## src/hdl/lpsd_pkg.sv

```systemverilog
package lpsd_pkg;

   localparam logic [7:0] SEPARATOR  = 8'h7C;
   localparam logic [7:0] DIGIT_ZERO = 8'h30;
   localparam logic [7:0] DIGIT_NINE = 8'h39;

   localparam int MAX_LENGTH_WIDTH = 16;
   localparam logic [MAX_LENGTH_WIDTH-1:0] MAX_LENGTH_RESET = 16'hFFFF;

   typedef enum logic [1:0] {
      ERR_NONE         = 2'd0,
      ERR_NON_DIGIT    = 2'd1,
      ERR_TOO_LARGE    = 2'd2,
      ERR_EMPTY_LENGTH = 2'd3
   } error_code_type;

   typedef struct packed {
      logic [7:0]     data_byte;
      logic           last_of_string;
      logic           empty_string;
      error_code_type error_code;
   } result_type;

endpackage

```

## src/hdl/lpsd_step.sv

```systemverilog
module lpsd_step #(
   parameter int LENGTH_WIDTH = 16
) (
   input  logic [7:0]                                in_byte,
   input  logic [lpsd_pkg::MAX_LENGTH_WIDTH-1:0]     max_length,
   input  logic                                      in_payload,
   input  logic [LENGTH_WIDTH:0]                     length_acc,
   input  logic                                      digits_seen,
   input  logic [LENGTH_WIDTH-1:0]                   bytes_remaining,
   output logic                                      in_payload_next,
   output logic [LENGTH_WIDTH:0]                     length_acc_next,
   output logic                                      digits_seen_next,
   output logic [LENGTH_WIDTH-1:0]                   bytes_remaining_next,
   output logic                                      has_result,
   output lpsd_pkg::result_type                      result
);

   localparam int PROD_WIDTH = LENGTH_WIDTH + 5;
   localparam int CMP_WIDTH  = LENGTH_WIDTH + 1 + lpsd_pkg::MAX_LENGTH_WIDTH;

   logic [PROD_WIDTH-1:0]   acc_wide;
   logic [PROD_WIDTH-1:0]   acc_times_ten;
   logic [CMP_WIDTH-1:0]    acc_cmp;
   logic [CMP_WIDTH-1:0]    max_cmp;
   logic [7:0]              digit_offset;
   logic [LENGTH_WIDTH-1:0] remaining_dec;
   logic                    too_large;

   always_comb begin
      acc_wide      = {4'b0, length_acc};
      digit_offset  = in_byte - lpsd_pkg::DIGIT_ZERO;
      // Multiply by ten as 8x + 2x, then add the digit value.
      acc_times_ten = (acc_wide << 3) + (acc_wide << 1)
                      + {{(PROD_WIDTH-4){1'b0}}, digit_offset[3:0]};
      acc_cmp       = {{lpsd_pkg::MAX_LENGTH_WIDTH{1'b0}}, length_acc};
      max_cmp       = {{(LENGTH_WIDTH+1){1'b0}}, max_length};
      too_large     = length_acc[LENGTH_WIDTH] || (acc_cmp > max_cmp);
      remaining_dec = bytes_remaining - {{(LENGTH_WIDTH-1){1'b0}}, 1'b1};
   end

   always_comb begin
      in_payload_next      = in_payload;
      length_acc_next      = length_acc;
      digits_seen_next     = digits_seen;
      bytes_remaining_next = bytes_remaining;
      has_result           = 1'b0;
      result.data_byte      = 8'h00;
      result.last_of_string = 1'b0;
      result.empty_string   = 1'b0;
      result.error_code     = lpsd_pkg::ERR_NONE;

      if (in_payload) begin
         bytes_remaining_next = remaining_dec;
         has_result           = 1'b1;
         result.data_byte     = in_byte;
         if (remaining_dec == '0) begin
            in_payload_next       = 1'b0;
            result.last_of_string = 1'b1;
         end
      end else if (in_byte inside {[lpsd_pkg::DIGIT_ZERO:lpsd_pkg::DIGIT_NINE]}) begin
         // The accumulator saturates at all ones instead of wrapping.
         if (acc_times_ten[PROD_WIDTH-1:LENGTH_WIDTH+1] != '0) begin
            length_acc_next = '1;
         end else begin
            length_acc_next = acc_times_ten[LENGTH_WIDTH:0];
         end
         digits_seen_next = 1'b1;
      end else begin
         // Every non-digit in the length phase ends the length field.
         length_acc_next  = '0;
         digits_seen_next = 1'b0;
         has_result       = 1'b1;
         if (in_byte != lpsd_pkg::SEPARATOR) begin
            result.error_code = lpsd_pkg::ERR_NON_DIGIT;
         end else if (!digits_seen) begin
            result.error_code = lpsd_pkg::ERR_EMPTY_LENGTH;
         end else if (too_large) begin
            result.error_code = lpsd_pkg::ERR_TOO_LARGE;
         end else if (length_acc == '0) begin
            result.empty_string = 1'b1;
         end else begin
            has_result           = 1'b0;
            in_payload_next      = 1'b1;
            bytes_remaining_next = length_acc[LENGTH_WIDTH-1:0];
         end
      end
   end

endmodule

```

## src/hdl/length_prefixed_string_deframer.sv

```systemverilog
// Results are registered: a result appears on the rsp_ channel in the cycle after the byte that causes it.
// Throughput: one byte per cycle; the single result register is refilled in the cycle
// it is taken, so req_stall rises only while a waiting result is stalled.
// Reset (synchronous, active high) returns to the length phase with an empty length field,
// no pending result, and max_length set to 65535.
module length_prefixed_string_deframer #(
   parameter int LENGTH_WIDTH = 16
) (
   input  logic                                  clock,
   input  logic                                  reset,
   input  logic                                  req_valid,
   output logic                                  req_stall,
   input  logic [7:0]                            req_in_byte,
   output logic                                  rsp_valid,
   input  logic                                  rsp_stall,
   output logic [7:0]                            rsp_data_byte,
   output logic                                  rsp_last_of_string,
   output logic                                  rsp_empty_string,
   output logic [1:0]                            rsp_error_code,
   input  logic                                  csr_write_enable,
   input  logic [lpsd_pkg::MAX_LENGTH_WIDTH-1:0] csr_write_data
);

   logic [lpsd_pkg::MAX_LENGTH_WIDTH-1:0] max_length_ff;
   logic                                  in_payload_ff;
   logic                                  in_payload_in;
   logic [LENGTH_WIDTH:0]                 length_acc_ff;
   logic [LENGTH_WIDTH:0]                 length_acc_in;
   logic                                  digits_seen_ff;
   logic                                  digits_seen_in;
   logic [LENGTH_WIDTH-1:0]               bytes_remaining_ff;
   logic [LENGTH_WIDTH-1:0]               bytes_remaining_in;
   logic                                  rsp_valid_ff;
   logic                                  rsp_valid_in;
   lpsd_pkg::result_type                  rsp_ff;
   lpsd_pkg::result_type                  rsp_in;

   logic                                  req_accept;
   logic                                  out_free;
   logic                                  step_has_result;

   assign out_free   = !rsp_valid_ff || !rsp_stall;
   assign req_stall  = !out_free;
   assign req_accept = req_valid && out_free;

   lpsd_step #(
      .LENGTH_WIDTH(LENGTH_WIDTH)
   ) u_step (
      .in_byte              (req_in_byte),
      .max_length           (max_length_ff),
      .in_payload           (in_payload_ff),
      .length_acc           (length_acc_ff),
      .digits_seen          (digits_seen_ff),
      .bytes_remaining      (bytes_remaining_ff),
      .in_payload_next      (in_payload_in),
      .length_acc_next      (length_acc_in),
      .digits_seen_next     (digits_seen_in),
      .bytes_remaining_next (bytes_remaining_in),
      .has_result           (step_has_result),
      .result               (rsp_in)
   );

   // The result valid flag updates whenever the register is free; an accepted transaction
   // without a result simply leaves it empty.
   assign rsp_valid_in = out_free ? (req_accept && step_has_result) : rsp_valid_ff;

   always_ff @(posedge clock) begin
      if (reset) begin
         max_length_ff      <= lpsd_pkg::MAX_LENGTH_RESET;
         in_payload_ff      <= 1'b0;
         length_acc_ff      <= '0;
         digits_seen_ff     <= 1'b0;
         bytes_remaining_ff <= '0;
         rsp_valid_ff       <= 1'b0;
      end else begin
         if (csr_write_enable) begin
            max_length_ff <= csr_write_data;
         end
         if (req_accept) begin
            in_payload_ff      <= in_payload_in;
            length_acc_ff      <= length_acc_in;
            digits_seen_ff     <= digits_seen_in;
            bytes_remaining_ff <= bytes_remaining_in;
         end
         rsp_valid_ff <= rsp_valid_in;
      end
   end

   always_ff @(posedge clock) begin
      if (req_accept && step_has_result) begin
         rsp_ff <= rsp_in;
      end
   end

   assign rsp_valid          = rsp_valid_ff;
   assign rsp_data_byte      = rsp_ff.data_byte;
   assign rsp_last_of_string = rsp_ff.last_of_string;
   assign rsp_empty_string   = rsp_ff.empty_string;
   assign rsp_error_code     = rsp_ff.error_code;

endmodule
```

## config.mk

```make
export PLATFORM = sky130hd
export DESIGN_NAME = length_prefixed_string_deframer
export DESIGN_NICKNAME = d
export VERILOG_FILES = /design/src/hdl/lpsd_pkg.sv /design/src/hdl/lpsd_step.sv /design/src/hdl/length_prefixed_string_deframer.sv
export SDC_FILE = /design/constraint.sdc
export NUM_CORES = 1
export LEC_CHECK = 0
export BUFFER_PORTS_ARGS = -buffer_cell sky130_fd_sc_hd__buf_2
export CAP_MARGIN = 10
export CORE_MARGIN = 2
export CORE_UTILIZATION = 54
export CTS_CLUSTER_DIAMETER = 100
export CTS_CLUSTER_SIZE = 12
export DETAILED_ROUTE_END_ITERATION = 8
export MAX_ROUTING_LAYER = met4
export PLACE_DENSITY = 0.75
export SETUP_SLACK_MARGIN = 0.5
export SYNTH_ARGS = -nofsm -noshare
export SYNTH_HDL_FRONTEND = slang
export SYNTH_SLANG_ARGS = --single-unit
```

## constraint.sdc

```tcl
create_clock -name clock -period 3 [get_ports clock]
set_input_delay 0.3 -clock clock [delete_from_list [all_inputs] [get_ports clock]]
set_output_delay 0.3 -clock clock [all_outputs]
set_load 0.005 [all_outputs]
```

==> results.txt <==
----------------------------------------------------
[Power and ir drop]
  VDD IR max ... 0.000167 V
  Final Total Pwr ... 1820 uW
  Pleak ... 0.00264 uW
  Power per standard cell area ... 317 nW/um^2

[Floorplanning]
  Die Area ... 8790 um^2
  Die Y ... 93.8 um
  Starting utilization of the core area ... 0.560
  Rows ... 32
  Die width ... 93.8 um
  Placeable core region ... 7770 um^2
  Number of top-level pins ... 43

[Clocking]
  Hold buffers post-CTS ... 0
  Insertion delay of the later-clocked pin in the worst-skew pair ... 0.36 ns
  Clock tree from TritonCTS ... done
  Sink count of the clock tree ... 64
  Maximum level of the CTS H-tree ... 3
  Register clock-pin slew on the reported worst setup and hold paths ... 0.09 ns
  Number of buffers between clock root and the deepest sink ... 2
  Number of buffers inserted during clock tree synthesis ... 9
  Buffer type at the clock tree root ... clkbuf_8

[Worst setup path]
  Reg-to-reg critical path startpoint ... length_acc_ff[2]
  Reg2Reg Setup Slack ... -0.09 ns
  Crit path to ... length_acc_ff[8]
  Kind of end point of the critical path ... flop
  Crit path launch ... length_acc_ff[2]
  Highest fanout seen on the critical path ... 17
  Worst setup path category ... flop to flop
  CP Data Arrival Time ... 3.34 ns
  Startpoint type of the worst setup path ... flop
  Required arrival time at the worst endpoint ... 3.25 ns
  Path depth of the worst reg2reg path ... 12
  Crit Reg-Reg Endpoint ... length_acc_ff[8]

[Synth]
  Share of the yosys chip area belonging to registers ... 0.322
  Share of cell area taken by muxes after synthesis ... 0.0118
  Xor and xnor area share after synthesis ... 0.0342
  Combinational family with the most area after synthesis ... compound AO/OA/AOI/OAI gates
  Avg Inst Size Synth ... 8.69 um^2
  Adder and majority gate portion of the synthesized area ... 0.156
  Warnings, synthesis ... 0
  Post-synth ARST share ... 0
  Primary FF master, synth ... dfxtp_1
  Net count after synthesis ... 583
  Share of synthesized cell area in and, or, nand and nor gates ... 0.177
  Number of enable-type register cells in the synthesized netlist ... 12
  Flip-flop and latch count after synthesis ... 64
  Count of mapped cells out of synthesis ... 501
  Synthesized area ... 4350 um^2
  Compound-cell area share of the yosys netlist ... 0.256
  Library cells used by synthesis ... 57

[STA]
  Setup repair after global routing missed its margin ... yes
  Final critical-path required period ... 3.09 ns
  Worst slew pin tran ... 1.19 ns
  Worst Clk Skew ... 0.0135 ns
  Number of hold violations in the final report ... 0
  Maximum frequency from static timing analysis ... 0.324 GHz
  Normalized max-slew margin ... 0.205
  Crit share post-route ... 1.03
  Setup violation total in the final timing report ... 16
  Post-layout worst setup margin ... -0.0902 ns
  Count of pins over their slew limit ... 0

[Min path]
  Hold WC Path Type ... input port to flop
  Worst hold start ... csr_write_data[14]

[Status]
  Violations in the final reports ... setup timing
  Outcome ... finished, violations left

[Placed design]
  Half-perimeter wire length after placement ... 9120 um
  DP Worst Slack ... -0.264 ns
  Post-Place Cells ... 679
  Placer Congestion ... 0.925
  # port buffers ... 42

[Global route]
  Leftover overflow at the end of global routing ... 0
  Number of antenna violations at the first check in global routing ... 0
  Global-route wire length before repair ... 20300 um
  Via count of the first global-routing pass ... 4225
  Total Routing Usage GR ... 0.302
  Largest net degree at the start of global routing ... 34

[Routing]
  DRC violation count after routing ... 0
  Via count ... 4513
  1st-pass router iterations ... 5
  Routed wire per std cell ... 19.1 um
  Antenna Nets Post-Route ... 0
  Initial DRC count ... 424
  Wirelength, routed ... 13600 um
  Routed via count divided by cell count ... 6.34

[Layout]
  Layout area overhead ... 31.6%
  # diodes ... 0
  Share of cells above drive strength 1 ... 0.320
  Total number of nets in the final design ... 687
  Final Core Density ... 0.737
  Post-layout instance count excluding filler cells ... 712
  Number of filler instances in the final layout ... 552

[Flow run]
  Max cap viols ... 0

----------------------------------------------------
## what timing repair did
action,in CTS,in global routing
hold endpoints to repair,0,0
endpoints found under the setup margin,43,48
gates cloned,2,0
pin swaps,10,9
gates resized for setup,30,47
buffers inserted,11,4
## synth_stat cells (2+ instances only)
| cell | count | area (um^2) |
|---|---|---|
| a211o_1 | 2 | 17.5 |
| a211oi_1 | 6 | 45.0 |
| a21o_1 | 11 | 82.6 |
| a21oi_1 | 33 | 165 |
| a221o_1 | 10 | 100 |
| a221o_2 | 7 | 78.8 |
| a221oi_1 | 3 | 26.3 |
| a22oi_1 | 2 | 15.0 |
| a31o_2 | 2 | 17.5 |
| a31oi_1 | 5 | 31.3 |
| and2_1 | 11 | 68.8 |
| and3_1 | 4 | 25.0 |
| buf_2 | 4 | 20.0 |
| clkbuf_1 | 15 | 56.3 |
| dfxtp_1 | 52 | 1040 |
| edfxtp_1 | 12 | 360 |
| fa_1 | 2 | 40.0 |
| ha_1 | 51 | 638 |
| inv_1 | 26 | 97.6 |
| mux2i_1 | 4 | 40.0 |
| nand2_1 | 52 | 195 |
| nand2b_1 | 4 | 25.0 |
| nand3_1 | 10 | 50.1 |
| nand3b_1 | 2 | 15.0 |
| nand4_1 | 6 | 37.5 |
| nor2_1 | 32 | 120 |
| nor2b_1 | 3 | 18.8 |
| nor3_1 | 14 | 70.1 |
| nor4_1 | 8 | 50.1 |
| nor4b_1 | 2 | 17.5 |
| o211ai_1 | 19 | 143 |
| o21a_1 | 4 | 30.0 |
| o21ai_0 | 20 | 100 |
| o21ai_1 | 2 | 10.0 |
| o221ai_1 | 2 | 17.5 |
| o22ai_1 | 12 | 75.1 |
| o31ai_1 | 5 | 37.5 |
| or3_1 | 7 | 43.8 |
| or4_1 | 2 | 15.0 |
| xnor2_1 | 11 | 96.3 |
| xor2_1 | 6 | 52.6 |
## placed cells by master (no fill, tap or decap), types with 12 or more instances in the layout
| master | Yosys | layout |
|---|---|---|
| buf_2 | 4 | 42 |
| edfxtp_1 | 12 | 12 |
| o211ai_1 | 19 | 19 |
| buf_6 | 1 | 14 |
| a21oi_1 | 33 | 28 |
| nor2_1 | 32 | 31 |
| ha_1 | 51 | 44 |
| buf_4 | 0 | 55 |
| inv_1 | 26 | 23 |
| o21ai_0 | 20 | 15 |
| dfxtp_1 | 52 | 44 |
| nand2_1 | 52 | 50 |
## flip-flops by register name, summed over array words and instances, names as in the netlist
signal,flops
rsp_error_code,2
in_payload_ff,1
bytes_remaining_ff,16
max_length_ff,16
rsp_last_of_string,1
rsp_empty_string,1
rsp_data_byte,8
rsp_valid,1
length_acc_ff,17
digits_seen_ff,1
## how the worst min path moves through the flow
stage                                   endpoint  depth (start not counted)
after global placement    bytes_remaining_ff[10]                          2
after global routing            max_length_ff[0]                          3
after detailed placement  bytes_remaining_ff[12]                          2
after floorplan                 max_length_ff[0]                          2
after CTS                      max_length_ff[12]                          3
final                          max_length_ff[14]                          3
## report_power, final
group / internal [uW] / switching, uW / total [uW]
registers: 897 / 7.03 / 904
logic: 64.7 / 96.4 / 161
clock network: 359 / 391 / 750
## metrics by stage
stage	setup TNS (ns)	cell area [um^2]	hold WS [ns]
2_1_floorplan	0	4370	0.428
3_3_place_gp	-3.50	5030	0.461
3_5_place_dp	-3.92	5030	0.479
4_1_cts	-0.459	5490	0.151
5_1_grt	-2.95	5730	0.155
6_report	-1.13	5730	0.150
## metal layers
layer / global-route usage / up-vias / wire length [um]
met2: 0.495 / 217 / 6380
met1: 0.379 / 2139 / 5860
met4: 0.100 / 0 / 464
met5: - / - / 0
met3: 0.0514 / 53 / 891
li1: - / 2104 / -
## critical path, cell delays in order (launching register included)
cell and delay (ns):
dfxtp_2 0.34, inv_2 0.05, fa_1 0.52, inv_2 0.05, fa_2 0.36, a211oi_2 0.26
o211a_1 0.21, nor3_2 0.05, or3_1 0.32, a22oi_2 0.22, a41oi_4 0.14, buf_12 0.18
a221o_2 0.29
## area by class of cell
type,instances,area (um^2),area share
repair buffers,113,821,0.143
inverters,27,101,0.0177
flip-flops and latches,64,1410,0.247
clock inverters,6,48.8,0.00852
clock buffers,10,149,0.0260
well taps,102,128,0.0223
multi-input cells,390,3070,0.535
## logic make-up (layout without fill, tap and decap cells)
logic type / count (synthesis) / count (layout)
flops: 64 / 64
simple gates: 159 / 159
mux: 5 / 5
compound gates: 156 / 156
fa+ha+maj: 53 / 53
buf+inv: 47 / 156
xor+xnor: 17 / 17
Note: power is estimated with default switching activity, not from simulation.
